[src/hdl/bbcc_pkg.sv]
// ----------------------------------------------------------------------------
// bbcc_pkg
// Shared types and constants of the ball beam cascade controller.
// ----------------------------------------------------------------------------
`default_nettype none

package bbcc_pkg;

    // Command codes carried on s_tuser
    localparam int CMD_W = 2;
    typedef enum logic [CMD_W-1:0] {
        CMD_OUTER = 2'd0,
        CMD_INNER = 2'd1,
        CMD_STOP  = 2'd2,
        CMD_INIT  = 2'd3
    } cmd_t;

    // Configuration register map
    localparam int CFG_INDEX_W = 3;
    localparam int CFG_DATA_W  = 16;
    localparam logic [CFG_INDEX_W-1:0] REG_EMA_ALPHA     = 3'd0;
    localparam logic [CFG_INDEX_W-1:0] REG_OUTER_KP      = 3'd1;
    localparam logic [CFG_INDEX_W-1:0] REG_OUTER_KD      = 3'd2;
    localparam logic [CFG_INDEX_W-1:0] REG_ANGLE_MAX     = 3'd3;
    localparam logic [CFG_INDEX_W-1:0] REG_ACCEL_FF_GAIN = 3'd4;
    localparam logic [CFG_INDEX_W-1:0] REG_INNER_KP      = 3'd5;
    localparam logic [CFG_INDEX_W-1:0] REG_SPEED_MAX     = 3'd6;
    localparam logic [CFG_INDEX_W-1:0] REG_MAX_DUTY      = 3'd7;

    localparam int ANGLE_MAX_W = 13;

    localparam logic [CFG_DATA_W-1:0]  RST_EMA_ALPHA     = 16'd16384;
    localparam logic [CFG_DATA_W-1:0]  RST_OUTER_KP      = 16'd256;
    localparam logic [CFG_DATA_W-1:0]  RST_OUTER_KD      = 16'd0;
    localparam logic [ANGLE_MAX_W-1:0] RST_ANGLE_MAX     = 13'd1024;
    localparam logic [CFG_DATA_W-1:0]  RST_ACCEL_FF_GAIN = 16'd0;
    localparam logic [CFG_DATA_W-1:0]  RST_INNER_KP      = 16'd256;
    localparam logic [CFG_DATA_W-1:0]  RST_SPEED_MAX     = 16'd4096;
    localparam logic [CFG_DATA_W-1:0]  RST_MAX_DUTY      = 16'd1000;

    // Input item layout on s_tdata (encoder field and index flag follow)
    localparam int IN_W        = 16;
    localparam int S_POS_LSB   = 0;
    localparam int S_VEL_LSB   = 16;
    localparam int S_SEEN_BIT  = 32;
    localparam int S_ACC_LSB   = 33;
    localparam int S_TGT_LSB   = 49;
    localparam int S_ENC_LSB   = 65;

    // Result layout on m_tdata
    localparam int DUTY_OUT_W  = 16;
    localparam int TILT_W      = 14;
    localparam int POS_W       = 16;
    localparam int M_DIR_BIT   = 16;
    localparam int M_EN_BIT    = 17;
    localparam int M_DATA_W    = 48;

    // Internal value widths
    localparam int TARGET_W    = 8;
    localparam logic signed [IN_W-1:0] TARGET_LIMIT = 16'sd125;
    localparam int FF_W        = 32;
    localparam int SPEED_W     = 17;

    // Shared multiplier and accumulator
    localparam int MUL_A_W     = 18;
    localparam int MUL_B_W     = 17;
    localparam int MUL_P_W     = MUL_A_W + MUL_B_W;
    localparam int ACC_W       = 36;
    localparam logic signed [ACC_W-1:0]   ROUND_Q8  = 36'sd128;
    localparam logic signed [MUL_P_W-1:0] ROUND_Q16 = 35'sd32768;

    // Serial divider request and response
    localparam int DIV_DIVIDEND_W = 32;
    localparam int DIV_DIVISOR_W  = 16;
    localparam int DIV_QUOT_W     = 16;

    typedef struct packed {
        logic                      start;
        logic [DIV_DIVIDEND_W-1:0] dividend;
        logic [DIV_DIVISOR_W-1:0]  divisor;
    } div_req_t;

    typedef struct packed {
        logic                  done;
        logic [DIV_QUOT_W-1:0] quotient;
    } div_rsp_t;

endpackage

`default_nettype wire

[src/hdl/bbcc_mul.sv]
// ----------------------------------------------------------------------------
// bbcc_mul
// Shared signed multiplier with a registered product.
// ----------------------------------------------------------------------------
`default_nettype none

module bbcc_mul
(
    input  wire logic                                  clk,
    input  wire logic signed [bbcc_pkg::MUL_A_W-1:0]   a,
    input  wire logic signed [bbcc_pkg::MUL_B_W-1:0]   b,
    output logic signed      [bbcc_pkg::MUL_P_W-1:0]   p
);

    logic signed [bbcc_pkg::MUL_P_W-1:0] p_reg;

    // Register the product every cycle
    always_ff @(posedge clk)
    begin
        p_reg <= a * b;
    end

    assign p = p_reg;

endmodule

`default_nettype wire

[src/hdl/bbcc_div.sv]
// ----------------------------------------------------------------------------
// bbcc_div
// Restoring unsigned divider, one quotient bit per cycle.
// ----------------------------------------------------------------------------
`default_nettype none

module bbcc_div
(
    input  wire logic                clk,
    input  wire logic                rst_n,
    input  wire bbcc_pkg::div_req_t  req,
    output bbcc_pkg::div_rsp_t       rsp
);

    localparam int CntW = $clog2(bbcc_pkg::DIV_DIVIDEND_W);
    localparam logic [CntW-1:0] CntLast = CntW'(bbcc_pkg::DIV_DIVIDEND_W - 1);

    logic                                  busy_reg, busy_next;
    logic                                  done_reg, done_next;
    logic [CntW-1:0]                       count_reg, count_next;
    logic [bbcc_pkg::DIV_DIVISOR_W-1:0]    rem_reg, rem_next;
    logic [bbcc_pkg::DIV_DIVIDEND_W-1:0]   quo_reg, quo_next;
    logic [bbcc_pkg::DIV_DIVISOR_W-1:0]    dvs_reg, dvs_next;
    logic [bbcc_pkg::DIV_DIVISOR_W:0]      shifted;
    logic                                  fits;

    // Trial subtract of the divisor from the shifted remainder
    always_comb
    begin
        shifted = {rem_reg, quo_reg[bbcc_pkg::DIV_DIVIDEND_W-1]};
        fits    = shifted >= {1'b0, dvs_reg};
    end

    // Load on start, then shift one bit per cycle
    always_comb
    begin
        busy_next  = busy_reg;
        done_next  = 1'b0;
        count_next = count_reg;
        rem_next   = rem_reg;
        quo_next   = quo_reg;
        dvs_next   = dvs_reg;
        if (req.start)
        begin
            busy_next  = 1'b1;
            count_next = '0;
            rem_next   = '0;
            quo_next   = req.dividend;
            dvs_next   = req.divisor;
        end
        else if (busy_reg)
        begin
            rem_next   = fits ? bbcc_pkg::DIV_DIVISOR_W'(shifted - {1'b0, dvs_reg})
                              : shifted[bbcc_pkg::DIV_DIVISOR_W-1:0];
            quo_next   = {quo_reg[bbcc_pkg::DIV_DIVIDEND_W-2:0], fits};
            count_next = count_reg + 1'b1;
            if (count_reg == CntLast)
            begin
                busy_next = 1'b0;
                done_next = 1'b1;
            end
        end
    end

    always_ff @(posedge clk or negedge rst_n)
    begin
        if (!rst_n)
        begin
            busy_reg  <= 1'b0;
            done_reg  <= 1'b0;
            count_reg <= '0;
        end
        else
        begin
            busy_reg  <= busy_next;
            done_reg  <= done_next;
            count_reg <= count_next;
        end
    end

    always_ff @(posedge clk)
    begin
        rem_reg <= rem_next;
        quo_reg <= quo_next;
        dvs_reg <= dvs_next;
    end

    assign rsp.done     = done_reg;
    assign rsp.quotient = quo_reg[bbcc_pkg::DIV_QUOT_W-1:0];

endmodule

`default_nettype wire

[src/hdl/ball_beam_cascade_controller.sv]
// ----------------------------------------------------------------------------
// ball_beam_cascade_controller
// Cascaded PD position / P angle controller for a ball balancing beam.
// ----------------------------------------------------------------------------
// Usage:
//   s_* carries one request: s_tuser is the command (outer tick, inner tick,
//   stop, init) and s_tdata the sensor fields. Every request yields exactly
//   one result on m_* with duty, direction, drive enable, tilt target and
//   filtered position. cfg_* writes one gain or limit register per request
//   and is always ready; write it only while the block is idle.
//   One request is worked on at a time through a shared multiplier and a
//   one-bit-per-cycle divider, so s_tready is low while it runs.
//   Stop, init and ignored inner ticks go from dispatch to the result step;
//   an outer tick updates the filtered position and, with a ball, runs the
//   PD and feed-forward steps; an active inner tick waits for the divider.
//   The output register lets the next request be accepted while a result
//   waits; if m_tready stays low, the following result holds in its last
//   step until the register frees up.
//   Reset loads the register defaults, clears the controller state, marks
//   the next outer tick as the first position sample and empties the output.
// ----------------------------------------------------------------------------
`default_nettype none

module ball_beam_cascade_controller
#(
    parameter  int ENCODER_BITS = 14,
    parameter  int DUTY_WIDTH   = 16,
    localparam int S_DATA_W     = ((bbcc_pkg::S_ENC_LSB + ENCODER_BITS + 1 + 7) / 8) * 8
)
(
    input  wire logic                                clk,
    input  wire logic                                rst_n,
    // ball_pos, ball_vel, ball_seen, car_accel, target_mm, enc_angle, index_seen
    input  wire logic                                s_tvalid,
    output logic                                     s_tready,
    input  wire logic [S_DATA_W-1:0]                 s_tdata,
    // cmd
    input  wire logic [bbcc_pkg::CMD_W-1:0]          s_tuser,
    // duty, dir_positive, drive_enable, tilt_target, pos_filtered
    output logic                                     m_tvalid,
    input  wire logic                                m_tready,
    output logic [bbcc_pkg::M_DATA_W-1:0]            m_tdata,
    input  wire logic                                cfg_valid,
    output logic                                     cfg_ready,
    input  wire logic [bbcc_pkg::CFG_INDEX_W-1:0]    cfg_index,
    input  wire logic [bbcc_pkg::CFG_DATA_W-1:0]     cfg_data
);

    localparam int IdxBit = bbcc_pkg::S_ENC_LSB + ENCODER_BITS;
    localparam logic [ENCODER_BITS-1:0] EncHalf = {1'b1, {(ENCODER_BITS-1){1'b0}}};
    localparam logic [bbcc_pkg::DUTY_OUT_W-1:0] DutyMax =
        bbcc_pkg::DUTY_OUT_W'((1 << DUTY_WIDTH) - 1);

    typedef enum logic [13:0] {
        ST_IDLE      = 14'h0001,
        ST_DISPATCH  = 14'h0002,
        ST_FILT_ADD  = 14'h0004,
        ST_KP_MUL    = 14'h0008,
        ST_KD_MUL    = 14'h0010,
        ST_FF_MUL    = 14'h0020,
        ST_TILT      = 14'h0040,
        ST_IN_MUL    = 14'h0080,
        ST_IN_SUM    = 14'h0100,
        ST_SPEED     = 14'h0200,
        ST_MAG_MUL   = 14'h0400,
        ST_DIV_START = 14'h0800,
        ST_DIV_WAIT  = 14'h1000,
        ST_DONE      = 14'h2000
    } state_t;

    // Configuration registers
    logic [bbcc_pkg::CFG_DATA_W-1:0]   ema_alpha_reg;
    logic [bbcc_pkg::CFG_DATA_W-1:0]   outer_kp_reg;
    logic [bbcc_pkg::CFG_DATA_W-1:0]   outer_kd_reg;
    logic [bbcc_pkg::ANGLE_MAX_W-1:0]  angle_max_reg;
    logic [bbcc_pkg::CFG_DATA_W-1:0]   accel_ff_gain_reg;
    logic [bbcc_pkg::CFG_DATA_W-1:0]   inner_kp_reg;
    logic [bbcc_pkg::CFG_DATA_W-1:0]   speed_max_reg;
    logic [bbcc_pkg::CFG_DATA_W-1:0]   max_duty_reg;

    // Latched request
    bbcc_pkg::cmd_t                     item_cmd_reg;
    logic signed [bbcc_pkg::IN_W-1:0]   item_pos_reg;
    logic signed [bbcc_pkg::IN_W-1:0]   item_vel_reg;
    logic                               item_seen_reg;
    logic signed [bbcc_pkg::IN_W-1:0]   item_acc_reg;
    logic signed [bbcc_pkg::IN_W-1:0]   item_tgt_reg;
    logic [ENCODER_BITS-1:0]            item_enc_reg;
    logic                               item_idx_reg;

    // Controller state
    state_t                                  state_reg, state_next;
    logic                                    first_reg, first_next;
    logic signed [bbcc_pkg::POS_W-1:0]       pos_filt_reg, pos_filt_next;
    logic signed [bbcc_pkg::IN_W-1:0]        vel_hold_reg, vel_hold_next;
    logic signed [bbcc_pkg::TARGET_W-1:0]    target_reg, target_next;
    logic signed [bbcc_pkg::TILT_W-1:0]      tilt_goal_reg, tilt_goal_next;
    logic signed [bbcc_pkg::FF_W-1:0]        ff_reg, ff_next;
    logic [ENCODER_BITS-1:0]                 angle_zero_reg, angle_zero_next;
    logic                                    stepper_on_reg, stepper_on_next;
    logic [DUTY_WIDTH-1:0]                   duty_reg, duty_next;
    logic                                    dir_reg, dir_next;
    logic signed [bbcc_pkg::ACC_W-1:0]       acc_reg, acc_next;
    logic signed [bbcc_pkg::SPEED_W-1:0]     speed_reg, speed_next;
    logic                                    m_tvalid_reg, m_tvalid_next;
    logic [bbcc_pkg::M_DATA_W-1:0]           out_data_reg, out_data_next;

    // Datapath signals
    logic                                    s_accept;
    logic signed [bbcc_pkg::MUL_A_W-1:0]     mul_a;
    logic signed [bbcc_pkg::MUL_B_W-1:0]     mul_b;
    logic signed [bbcc_pkg::MUL_P_W-1:0]     mul_p;
    logic signed [bbcc_pkg::MUL_P_W-1:0]     filt_sum;
    logic signed [bbcc_pkg::POS_W-1:0]       filt_delta;
    logic signed [bbcc_pkg::TARGET_W-1:0]    tgt_clamped;
    logic signed [bbcc_pkg::ACC_W-1:0]       acc_q;
    logic signed [bbcc_pkg::TILT_W-1:0]      tilt_lim;
    logic signed [bbcc_pkg::TILT_W-1:0]      tilt_clamped;
    logic signed [bbcc_pkg::SPEED_W-1:0]     spd_lim;
    logic signed [bbcc_pkg::SPEED_W-1:0]     speed_clamped;
    logic [bbcc_pkg::DUTY_OUT_W-1:0]         speed_mag;
    logic [ENCODER_BITS-1:0]                 angle_raw;
    logic signed [ENCODER_BITS:0]            angle_s;
    logic [bbcc_pkg::DUTY_OUT_W-1:0]         duty_sat;
    bbcc_pkg::div_req_t                      div_req;
    bbcc_pkg::div_rsp_t                      div_rsp;

    assign s_tready  = (state_reg == ST_IDLE);
    assign s_accept  = s_tvalid & s_tready;
    assign cfg_ready = 1'b1;
    assign m_tvalid  = m_tvalid_reg;
    assign m_tdata   = out_data_reg;

    // Write configuration registers
    always_ff @(posedge clk or negedge rst_n)
    begin
        if (!rst_n)
        begin
            ema_alpha_reg     <= bbcc_pkg::RST_EMA_ALPHA;
            outer_kp_reg      <= bbcc_pkg::RST_OUTER_KP;
            outer_kd_reg      <= bbcc_pkg::RST_OUTER_KD;
            angle_max_reg     <= bbcc_pkg::RST_ANGLE_MAX;
            accel_ff_gain_reg <= bbcc_pkg::RST_ACCEL_FF_GAIN;
            inner_kp_reg      <= bbcc_pkg::RST_INNER_KP;
            speed_max_reg     <= bbcc_pkg::RST_SPEED_MAX;
            max_duty_reg      <= bbcc_pkg::RST_MAX_DUTY;
        end
        else if (cfg_valid)
        begin
            case (cfg_index)
                bbcc_pkg::REG_EMA_ALPHA:     ema_alpha_reg     <= cfg_data;
                bbcc_pkg::REG_OUTER_KP:      outer_kp_reg      <= cfg_data;
                bbcc_pkg::REG_OUTER_KD:      outer_kd_reg      <= cfg_data;
                bbcc_pkg::REG_ANGLE_MAX:
                    angle_max_reg <= cfg_data[bbcc_pkg::ANGLE_MAX_W-1:0];
                bbcc_pkg::REG_ACCEL_FF_GAIN: accel_ff_gain_reg <= cfg_data;
                bbcc_pkg::REG_INNER_KP:      inner_kp_reg      <= cfg_data;
                bbcc_pkg::REG_SPEED_MAX:     speed_max_reg     <= cfg_data;
                bbcc_pkg::REG_MAX_DUTY:      max_duty_reg      <= cfg_data;
                default:                     ;
            endcase
        end
    end

    // Capture the request fields
    always_ff @(posedge clk)
    begin
        if (s_accept)
        begin
            item_cmd_reg  <= bbcc_pkg::cmd_t'(s_tuser);
            item_pos_reg  <= s_tdata[bbcc_pkg::S_POS_LSB +: bbcc_pkg::IN_W];
            item_vel_reg  <= s_tdata[bbcc_pkg::S_VEL_LSB +: bbcc_pkg::IN_W];
            item_seen_reg <= s_tdata[bbcc_pkg::S_SEEN_BIT];
            item_acc_reg  <= s_tdata[bbcc_pkg::S_ACC_LSB +: bbcc_pkg::IN_W];
            item_tgt_reg  <= s_tdata[bbcc_pkg::S_TGT_LSB +: bbcc_pkg::IN_W];
            item_enc_reg  <= s_tdata[bbcc_pkg::S_ENC_LSB +: ENCODER_BITS];
            item_idx_reg  <= s_tdata[IdxBit];
        end
    end

    // Clamp the target, round the filter step, wrap the encoder angle
    always_comb
    begin
        if (item_tgt_reg > bbcc_pkg::TARGET_LIMIT)
            tgt_clamped = bbcc_pkg::TARGET_W'(bbcc_pkg::TARGET_LIMIT);
        else if (item_tgt_reg < -bbcc_pkg::TARGET_LIMIT)
            tgt_clamped = bbcc_pkg::TARGET_W'(-bbcc_pkg::TARGET_LIMIT);
        else
            tgt_clamped = bbcc_pkg::TARGET_W'(item_tgt_reg);

        filt_sum   = mul_p + bbcc_pkg::ROUND_Q16;
        filt_delta = bbcc_pkg::POS_W'(filt_sum >>> 16);

        angle_raw  = item_enc_reg - angle_zero_reg;
        angle_s    = (angle_raw > EncHalf) ? $signed({1'b1, angle_raw})
                                           : $signed({1'b0, angle_raw});
    end

    // Scale the accumulator and limit tilt and speed
    always_comb
    begin
        acc_q    = acc_reg >>> 8;
        tilt_lim = $signed({1'b0, angle_max_reg});
        spd_lim  = $signed({1'b0, speed_max_reg});

        if (acc_q > tilt_lim)
            tilt_clamped = tilt_lim;
        else if (acc_q < -tilt_lim)
            tilt_clamped = -tilt_lim;
        else
            tilt_clamped = bbcc_pkg::TILT_W'(acc_q);

        if (acc_q > spd_lim)
            speed_clamped = spd_lim;
        else if (acc_q < -spd_lim)
            speed_clamped = -spd_lim;
        else
            speed_clamped = bbcc_pkg::SPEED_W'(acc_q);

        speed_mag = speed_reg[bbcc_pkg::SPEED_W-1]
                  ? bbcc_pkg::DUTY_OUT_W'(-speed_reg)
                  : bbcc_pkg::DUTY_OUT_W'(speed_reg);

        duty_sat  = (div_rsp.quotient > DutyMax) ? DutyMax : div_rsp.quotient;
    end

    // Select the multiplier operands for each step
    always_comb
    begin
        mul_a = '0;
        mul_b = '0;
        case (state_reg)
            ST_DISPATCH:
            begin
                mul_a = bbcc_pkg::MUL_A_W'(item_pos_reg)
                      - bbcc_pkg::MUL_A_W'(pos_filt_reg);
                mul_b = $signed({1'b0, ema_alpha_reg});
            end
            ST_KP_MUL:
            begin
                mul_a = bbcc_pkg::MUL_A_W'($signed({target_reg, 4'b0000}))
                      - bbcc_pkg::MUL_A_W'(pos_filt_reg);
                mul_b = $signed({1'b0, outer_kp_reg});
            end
            ST_KD_MUL:
            begin
                mul_a = bbcc_pkg::MUL_A_W'(vel_hold_reg);
                mul_b = $signed({1'b0, outer_kd_reg});
            end
            ST_FF_MUL:
            begin
                mul_a = bbcc_pkg::MUL_A_W'(item_acc_reg);
                mul_b = $signed({1'b0, accel_ff_gain_reg});
            end
            ST_IN_MUL:
            begin
                mul_a = bbcc_pkg::MUL_A_W'(tilt_goal_reg)
                      - bbcc_pkg::MUL_A_W'(angle_s);
                mul_b = $signed({1'b0, inner_kp_reg});
            end
            ST_MAG_MUL:
            begin
                mul_a = bbcc_pkg::MUL_A_W'($signed({1'b0, speed_mag}));
                mul_b = $signed({1'b0, max_duty_reg});
            end
            default:
            begin
                mul_a = '0;
                mul_b = '0;
            end
        endcase
    end

    bbcc_mul u_mul
    (
        .clk (clk),
        .a   (mul_a),
        .b   (mul_b),
        .p   (mul_p)
    );

    // Start the duty division once |speed| * max_duty is in the product
    always_comb
    begin
        div_req.start    = (state_reg == ST_DIV_START);
        div_req.dividend = mul_p[bbcc_pkg::DIV_DIVIDEND_W-1:0];
        div_req.divisor  = speed_max_reg;
    end

    bbcc_div u_div
    (
        .clk   (clk),
        .rst_n (rst_n),
        .req   (div_req),
        .rsp   (div_rsp)
    );

    // Sequence the request through the shared units
    always_comb
    begin
        state_next      = state_reg;
        first_next      = first_reg;
        pos_filt_next   = pos_filt_reg;
        vel_hold_next   = vel_hold_reg;
        target_next     = target_reg;
        tilt_goal_next  = tilt_goal_reg;
        ff_next         = ff_reg;
        angle_zero_next = angle_zero_reg;
        stepper_on_next = stepper_on_reg;
        duty_next       = duty_reg;
        dir_next        = dir_reg;
        acc_next        = acc_reg;
        speed_next      = speed_reg;
        out_data_next   = out_data_reg;
        m_tvalid_next   = m_tvalid_reg & ~m_tready;

        case (state_reg)
            ST_IDLE:
            begin
                if (s_accept)
                    state_next = ST_DISPATCH;
            end
            ST_DISPATCH:
            begin
                case (item_cmd_reg)
                    bbcc_pkg::CMD_OUTER:
                    begin
                        target_next = tgt_clamped;
                        if (first_reg)
                        begin
                            first_next    = 1'b0;
                            pos_filt_next = item_pos_reg;
                            vel_hold_next = item_vel_reg;
                            state_next    = item_seen_reg ? ST_KP_MUL : ST_DONE;
                        end
                        else
                        begin
                            state_next = ST_FILT_ADD;
                        end
                    end
                    bbcc_pkg::CMD_INNER:
                    begin
                        state_next = stepper_on_reg ? ST_IN_MUL : ST_DONE;
                    end
                    bbcc_pkg::CMD_STOP:
                    begin
                        duty_next       = '0;
                        dir_next        = 1'b0;
                        stepper_on_next = 1'b0;
                        ff_next         = '0;
                        state_next      = ST_DONE;
                    end
                    bbcc_pkg::CMD_INIT:
                    begin
                        angle_zero_next = item_enc_reg;
                        target_next     = '0;
                        tilt_goal_next  = '0;
                        pos_filt_next   = '0;
                        vel_hold_next   = '0;
                        ff_next         = '0;
                        duty_next       = '0;
                        dir_next        = 1'b0;
                        stepper_on_next = 1'b0;
                        state_next      = ST_DONE;
                    end
                    default:
                    begin
                        state_next = ST_DONE;
                    end
                endcase
            end
            ST_FILT_ADD:
            begin
                pos_filt_next = pos_filt_reg + filt_delta;
                vel_hold_next = item_vel_reg;
                state_next    = item_seen_reg ? ST_KP_MUL : ST_DONE;
            end
            ST_KP_MUL:
            begin
                state_next = ST_KD_MUL;
            end
            ST_KD_MUL:
            begin
                acc_next   = bbcc_pkg::ACC_W'(mul_p) + bbcc_pkg::ROUND_Q8;
                state_next = ST_FF_MUL;
            end
            ST_FF_MUL:
            begin
                acc_next   = acc_reg - bbcc_pkg::ACC_W'(mul_p);
                state_next = ST_TILT;
            end
            ST_TILT:
            begin
                ff_next         = bbcc_pkg::FF_W'(mul_p);
                tilt_goal_next  = tilt_clamped;
                stepper_on_next = 1'b1;
                state_next      = ST_DONE;
            end
            ST_IN_MUL:
            begin
                state_next = ST_IN_SUM;
            end
            ST_IN_SUM:
            begin
                acc_next   = bbcc_pkg::ACC_W'(mul_p) + bbcc_pkg::ACC_W'(ff_reg)
                           + bbcc_pkg::ROUND_Q8;
                state_next = ST_SPEED;
            end
            ST_SPEED:
            begin
                speed_next = speed_clamped;
                state_next = ST_MAG_MUL;
            end
            ST_MAG_MUL:
            begin
                state_next = ST_DIV_START;
            end
            ST_DIV_START:
            begin
                state_next = ST_DIV_WAIT;
            end
            ST_DIV_WAIT:
            begin
                if (div_rsp.done)
                begin
                    duty_next = (speed_max_reg == '0) ? '0 : DUTY_WIDTH'(duty_sat);
                    dir_next  = ~speed_reg[bbcc_pkg::SPEED_W-1];
                    if (item_idx_reg)
                        angle_zero_next = item_enc_reg;
                    state_next = ST_DONE;
                end
            end
            ST_DONE:
            begin
                // Hold until the output register is free
                if (!m_tvalid_reg || m_tready)
                begin
                    out_data_next = {pos_filt_reg, tilt_goal_reg, stepper_on_reg,
                                     dir_reg, bbcc_pkg::DUTY_OUT_W'(duty_reg)};
                    m_tvalid_next = 1'b1;
                    state_next    = ST_IDLE;
                end
            end
            default:
            begin
                state_next = ST_IDLE;
            end
        endcase
    end

    always_ff @(posedge clk or negedge rst_n)
    begin
        if (!rst_n)
        begin
            state_reg      <= ST_IDLE;
            first_reg      <= 1'b1;
            pos_filt_reg   <= '0;
            vel_hold_reg   <= '0;
            target_reg     <= '0;
            tilt_goal_reg  <= '0;
            ff_reg         <= '0;
            angle_zero_reg <= '0;
            stepper_on_reg <= 1'b0;
            duty_reg       <= '0;
            dir_reg        <= 1'b0;
            m_tvalid_reg   <= 1'b0;
        end
        else
        begin
            state_reg      <= state_next;
            first_reg      <= first_next;
            pos_filt_reg   <= pos_filt_next;
            vel_hold_reg   <= vel_hold_next;
            target_reg     <= target_next;
            tilt_goal_reg  <= tilt_goal_next;
            ff_reg         <= ff_next;
            angle_zero_reg <= angle_zero_next;
            stepper_on_reg <= stepper_on_next;
            duty_reg       <= duty_next;
            dir_reg        <= dir_next;
            m_tvalid_reg   <= m_tvalid_next;
        end
    end

    always_ff @(posedge clk)
    begin
        acc_reg      <= acc_next;
        speed_reg    <= speed_next;
        out_data_reg <= out_data_next;
    end

endmodule

`default_nettype wire

[config.mk]
export PLATFORM = sky130hd
export DESIGN_NAME = ball_beam_cascade_controller
export DESIGN_NICKNAME = d
export VERILOG_FILES = /design/src/hdl/bbcc_pkg.sv /design/src/hdl/bbcc_mul.sv /design/src/hdl/bbcc_div.sv /design/src/hdl/ball_beam_cascade_controller.sv
export SDC_FILE = /design/constraint.sdc
export NUM_CORES = 2
export LEC_CHECK = 0
export BUFFER_PORTS_ARGS = -buffer_cell sky130_fd_sc_hd__buf_2
export CELL_PAD_IN_SITES_DETAIL_PLACEMENT = 1
export CELL_PAD_IN_SITES_GLOBAL_PLACEMENT = 2
export CORE_ASPECT_RATIO = 1.4
export CORE_MARGIN = 2
export CORE_UTILIZATION = 42
export CTS_CLUSTER_DIAMETER = 60
export DETAILED_ROUTE_END_ITERATION = 6
export PLACE_DENSITY_LB_ADDON = 0.1
export SYNTH_ARGS = -nofsm -noshare
export SYNTH_HDL_FRONTEND = slang
export SYNTH_SLANG_ARGS = --single-unit
[constraint.sdc]
create_clock -name clk -period 11 [get_ports clk]
set_clock_uncertainty 0.2 [all_clocks]
set_input_delay 1.1 -clock clk [delete_from_list [all_inputs] [get_ports clk]]
set_output_delay 1.1 -clock clk [all_outputs]
set_load 0.02 [all_outputs]
Word-level counts from Yosys, hierarchy flattened
Cells that the tools add are included.
- bits in registers: 548
- input bits: 106
- logic and storage cells: 188
- add/subtract/negate cells: 17
- multipliers: 1
- $lt $le $gt $ge: 9
- equal/unequal tests: 33
- multiplexer cells: 56
- bitwise gates (word level): 4
- reduce and logical (&&, ||, !) cells: 29
- operator list (operator ; number):
    $pmux W14 S14 ; 1
    $mux W14 ; 12
    $pmux W16 S2 ; 5
    $mux W16 ; 9
    $pmux W18 S6 ; 1
    $pmux W36 S3 ; 1
    $mux W32 ; 3
    $pmux W16 S6 ; 1
    $lt A28 B36 Y1 ; 2
    $pmux W32 S2 ; 1
    $pmux W14 S2 ; 2
    $pmux W14 S3 ; 1
    $add A35 B32 Y36 ; 1
    $add A35 B9 Y36 const B ; 1
    $add A36 B9 Y36 const B ; 1
    $neg A13 Y36 ; 1
    $neg A16 Y36 ; 1
    $sub A36 B35 Y36 ; 1
    $mul A18 B17 Y35 ; 1
    $add A32 B17 Y32 const B ; 1
    $gt A28 B14 Y1 ; 1
    $gt A28 B17 Y1 ; 1
    $reduce_and A2 Y1 ; 13
    $ge A17 B16 Y1 ; 1
    other kinds (56) ; 86

Logic depth before layout (Yosys ltp)
- depth in word-level cells: 6
- mapped depth: 44

Hierarchy
Synthesis repeated with hierarchy kept, for this count alone.
- cell total of the unflattened synthesis: 4422
- area total of the unflattened synthesis: 44323.8 µm²
- by module, submodules not included (module ; instances ; cells each ; area an instance (µm²) ; sequential area each (µm²)):
    ball_beam_cascade_controller ; 1 ; 2782 ; 28292.1 ; 11992.8
    bbcc_mul ; 1 ; 1306 ; 12179.2 ; 700.7
    bbcc_div ; 1 ; 334 ; 3852.4 ; 1936.9

Worst setup path before layout
Ideal clock, no wire load.
- path type: register to register
- from: reg state_reg[12]
- to: reg u_mul.p_reg (netlist bit u_mul.p[33])
- setup time: 0.072 ns
- arrival time: 9.811 ns
- data required time: 10.728 ns
- setup slack: 0.917 ns
- cell stages (with the launch flop): 42
- period minus slack after synthesis: 10.083 ns
- cells stage by stage: dfrtp_1 > nor4_1 > nand3_1 > or3_1 > or3b_1 > buf_2 > clkbuf_1 > nand2_1 > ha_1 > inv_1 > fa_1 > a21o_1 > a21o_1 > a21oi_1 > o21ai_0 > a31o_2 > a21o_1 > a21oi_1 > [6 not listed] > fa_1 > inv_1 > fa_1 > inv_1 > fa_1 > inv_1 > fa_1 > inv_1 > ha_1 > nor4_1 > a211oi_1 > and3_1 > a221oi_1 > a21oi_1 > a2111oi_0 > o21bai_1 > a21oi_1 > xnor2_1
- word-level cells in the longest chain between the ends: 3
- ends and longest elaborated chain (what ; RTL line ; text):
    from (decl) ; ball_beam_cascade_controller.sv:92 ; state_t state_reg, state_next;
    from (signal assigned) ; ball_beam_cascade_controller.sv:470 ; state_reg <= state_next;
    $eq A14 B11 Y1, or another cell as far along ; ball_beam_cascade_controller.sv:232 ; case (state_reg)
    $pmux W18 S6 or $pmux W16 S6 (tied branches) ; ball_beam_cascade_controller.sv:232 ;
    $mul A18 B17 Y35 (*) ; bbcc_mul.sv:20 ; p_reg <= a * b;
    to (signal assigned) ; bbcc_mul.sv:20 ;
    to (decl) ; bbcc_mul.sv:15 ; logic signed [bbcc_pkg::MUL_P_W-1:0] p_reg;
Every way passes the cells marked *; elsewhere a longest branch is shown, timed or not.
A chain may end at the register's enable or synchronous reset.

Worst setup path in the final report
- from: reg state_reg[12]
- to: reg u_mul.p_reg (netlist bit u_mul.p[34])
The elaborated chain is that of the path after synthesis.

==> flow_summary.yaml <==
floorplanning:
  pin_count: 157
  die_width_um: 276
  start_util: 0.424
  rows: 139
  coreArea_sq_um: 103000
  design.die.area_sq_um: 106000
  die_h_um: 385
pwr:
  leakagePower_nw: 21.9
  peakVddDrop_uv: 167
  comb_power_share: 0.339
  power.switching_mw: 2.92
  swShare: 0.383
  share_seq_of_total_power: 0.366
  p_int_mw: 4.70
  cellPowerDensity_nw_per_um2: 157
  power_frac_clock: 0.296
sta:
  worst_slack_ps: 617
  setup_viol: 0
  tightest_slew_ps: 1150
  fmax_mhz: 96.3
  finalMaxSlewViolations: 0
  min_period_over_period: 0.944
  worst_slew_margin_rel: 0.225
  min_period_ps: 10380
  hold_viol_final: 0
  fin_setup_tns_ps: 0
cts:
  cts_sinks: 548
  ctsHoldBuffers: 0
  numCtsBuffers: 66
  cts_max_path_buffers: 3
  cts_root_buf: "clkbuf_16"
  cts_tree: "yes"
  post_cts_buffers: 0
  clk_pin_slew_worst_paths_ps: 70
  htreeDepth: 3
  clock_latency_ps: 670
setup_path:
  arrival_ps: 10700
  crit_cells: 41
  cp_top_family: "adder cells"
  ff2ff_setup_slack_ps: 620
  path_buf_inv: 7
  end_kind: "register"
  crit_fanout: 7
  reg2reg_to: "u_mul.p[34]$_DFF_P_"
  path_class: "reg -> reg"
  worstRegToRegCells: 41
  crit_required_ps: 11310
  max_stage_delay_ps: 570
  cp-startpoint: "state_reg[12]$_DFFE_PN0P_"
  crit_slowest_cell: "fa_2"
  startpoint_type: "register"
  endpoint: "u_mul.p[34]$_DFF_P_"
  r2r_start: "state_reg[12]$_DFFE_PN0P_"
finish:
  syn2layout_area_growth_pct: 11.4
  largest_register_ffs: 48
  final_cells: 5955
  final_common_cell: "inv_1"
  final_cell_mix: "563 x inv_1, 450 x nand2_1, 380 x ha_1"
  drive_above_1_share: 0.129
  final_util: 0.473
  finalNetCount: 5338
  antenna_cells: 0
grt:
  track_usage: 0.282
  antenna_found_initial: 1
  overflow: 0
  grt_pass1_vias: 36000
  grt_max_degree: 165
  grt_pass1_wl_mm: 225
synthesis:
  synthCells: 4393
  synth_async_sr_flop_share: 0.485
  synth-seq-cells: 548
  syn_avg_cell_area_sq_um: 9.91
  synth.distinct_cells: 107
  synth_seq_area_share: 0.336
  synth_edf_count: 231
  syn_nets: 5169
  yosysWarningCount: 0
  syn_area_sq_um: 43500
  ys.flop_type: "dfrtp_1"
drt:
  postRouteAntennaNets: 0
  routedWlPerCell_um: 25.1
  vias: 33700
  drt_wl_total_mm: 149
  drt_iter0_drc: 1782
  first_pass_iters: 5
  drt-vias-per-instance: 5.66
  drc_errors: 0
placed_design:
  portBuffers: 155
  dp.cells: 5833
  dp_hpwl_mm: 118
  gp_congestion: 0.888
  post-place-ws_ps: 71.7
run:
  max_cap_violations: 0
min_path:
  hp-class: "in -> async"
run_status:
  status: "completed"
==> worst register-to-register path, delay by kind of cell, from the launching register on <==
| kind | cells | cell delay (ps) |
|---|---|---|
| flip-flops | 1 | 470 |
| adder cells (fa/ha/maj) | 9 | 4050 |
| AO/OA/AOI/OAI | 15 | 2970 |
| XOR/XNOR | 1 | 140 |
| buffers and inverters | 7 | 500 |
| AND/OR/NAND/NOR | 9 | 1920 |
==> cells in the mapped netlist, drive strengths merged (87+ instances only) <==
cell    count  area [sq um]
a21o      115           863
a21oi     215          1080
clkbuf     87           327
dfrtp     253          6330
edfxtp    231          6940
fa        290          5810
ha        380          4750
inv       566          2120
mux2      131          1480
nand2     451          1700
nor2      186           698
nor2b      93           582
o21ai     282          1420
xnor2     168          1470
==> power groups by stage <==
stage	Clock [mW]	Sequential [mW]	Combinational, mW
after detailed placement	0	2.82	2.55
after CTS	2.31	2.78	2.57
after global routing	2.39	2.82	2.86
after global placement	0	2.81	2.51
final	2.25	2.79	2.58
after floorplan	0	2.64	1.77
==> per-layer routing <==
layer / GRT usage / vias to the layer above / share of wire
met5: 0 / - / 0
met4: 0.127 / 0 / 0.049
met3: 0.0293 / 231 / 0.034
met2: 0.518 / 691 / 0.52
met1: 0.332 / 17300 / 0.40
li1: - / 15500 / -
==> cells by family after synthesis <==
kind of cell | share of synthesized area
AO/OA/AOI/OAI | 0.144
multiplexers | 0.0415
XOR/XNOR | 0.0467
adder cells (fa/ha/maj) | 0.242
AND/OR/NAND/NOR | 0.125
flip-flops | 0.336
buffers and inverters | 0.0647
other | 0.0000861
==> cell type report <==
cell class	count	area [sq um]
Clock buffer	82	1760
Sequential cell	548	14600
Timing Repair Buffer	250	1540
Multi-Input combinational cell	3126	26300
Inverter	570	2140
Tap cell	1339	1680
Clock inverter	40	467
Fill cell	11500	54100
==> how the worst min path moves through the flow <==
| stage | startpoint | to | slack, ps | cells after the start |
|---|---|---|---|---|
| floorplan | speed_max_reg[13]$_DFFE_PN0P_ | u_div.dvs_reg[13]$_DFFE_PP_ | 220 | 0 |
| global placement | duty_reg[9]$_DFFE_PN0P_ | m_tdata[9]$_DFFE_PP_ | 240 | 0 |
| detailed placement | duty_reg[4]$_DFFE_PN0P_ | m_tdata[4]$_DFFE_PP_ | 230 | 0 |
| CTS | rst_n | ff_reg[15]$_DFFE_PN0P_ | 250 | 1 |
| global route | duty_reg[7]$_DFFE_PN0P_ | m_tdata[7]$_DFFE_PP_ | 260 | 0 |
| finish | rst_n | ff_reg[30]$_DFFE_PN0P_ | 240 | 1 |
==> repair_timing <==
item,in CTS,in global routing
endpoints found under the setup margin,1,7
endpoints found under the hold margin,0,0
pin swaps,0,8
gates resized for setup,1,31
cloned,0,0
==> metrics by stage <==
stage / power (mW) / hold slack [ps] / cell area, sq um
floorplan: 4.42 / 223 / 43500
global placement: 5.33 / 238 / 46200
detailed placement: 5.38 / 234 / 46200
CTS: 7.67 / 245 / 48400
global route: 8.06 / 262 / 48500
finish: 7.62 / 240 / 48500
Power figures use the tool's default switching activity.
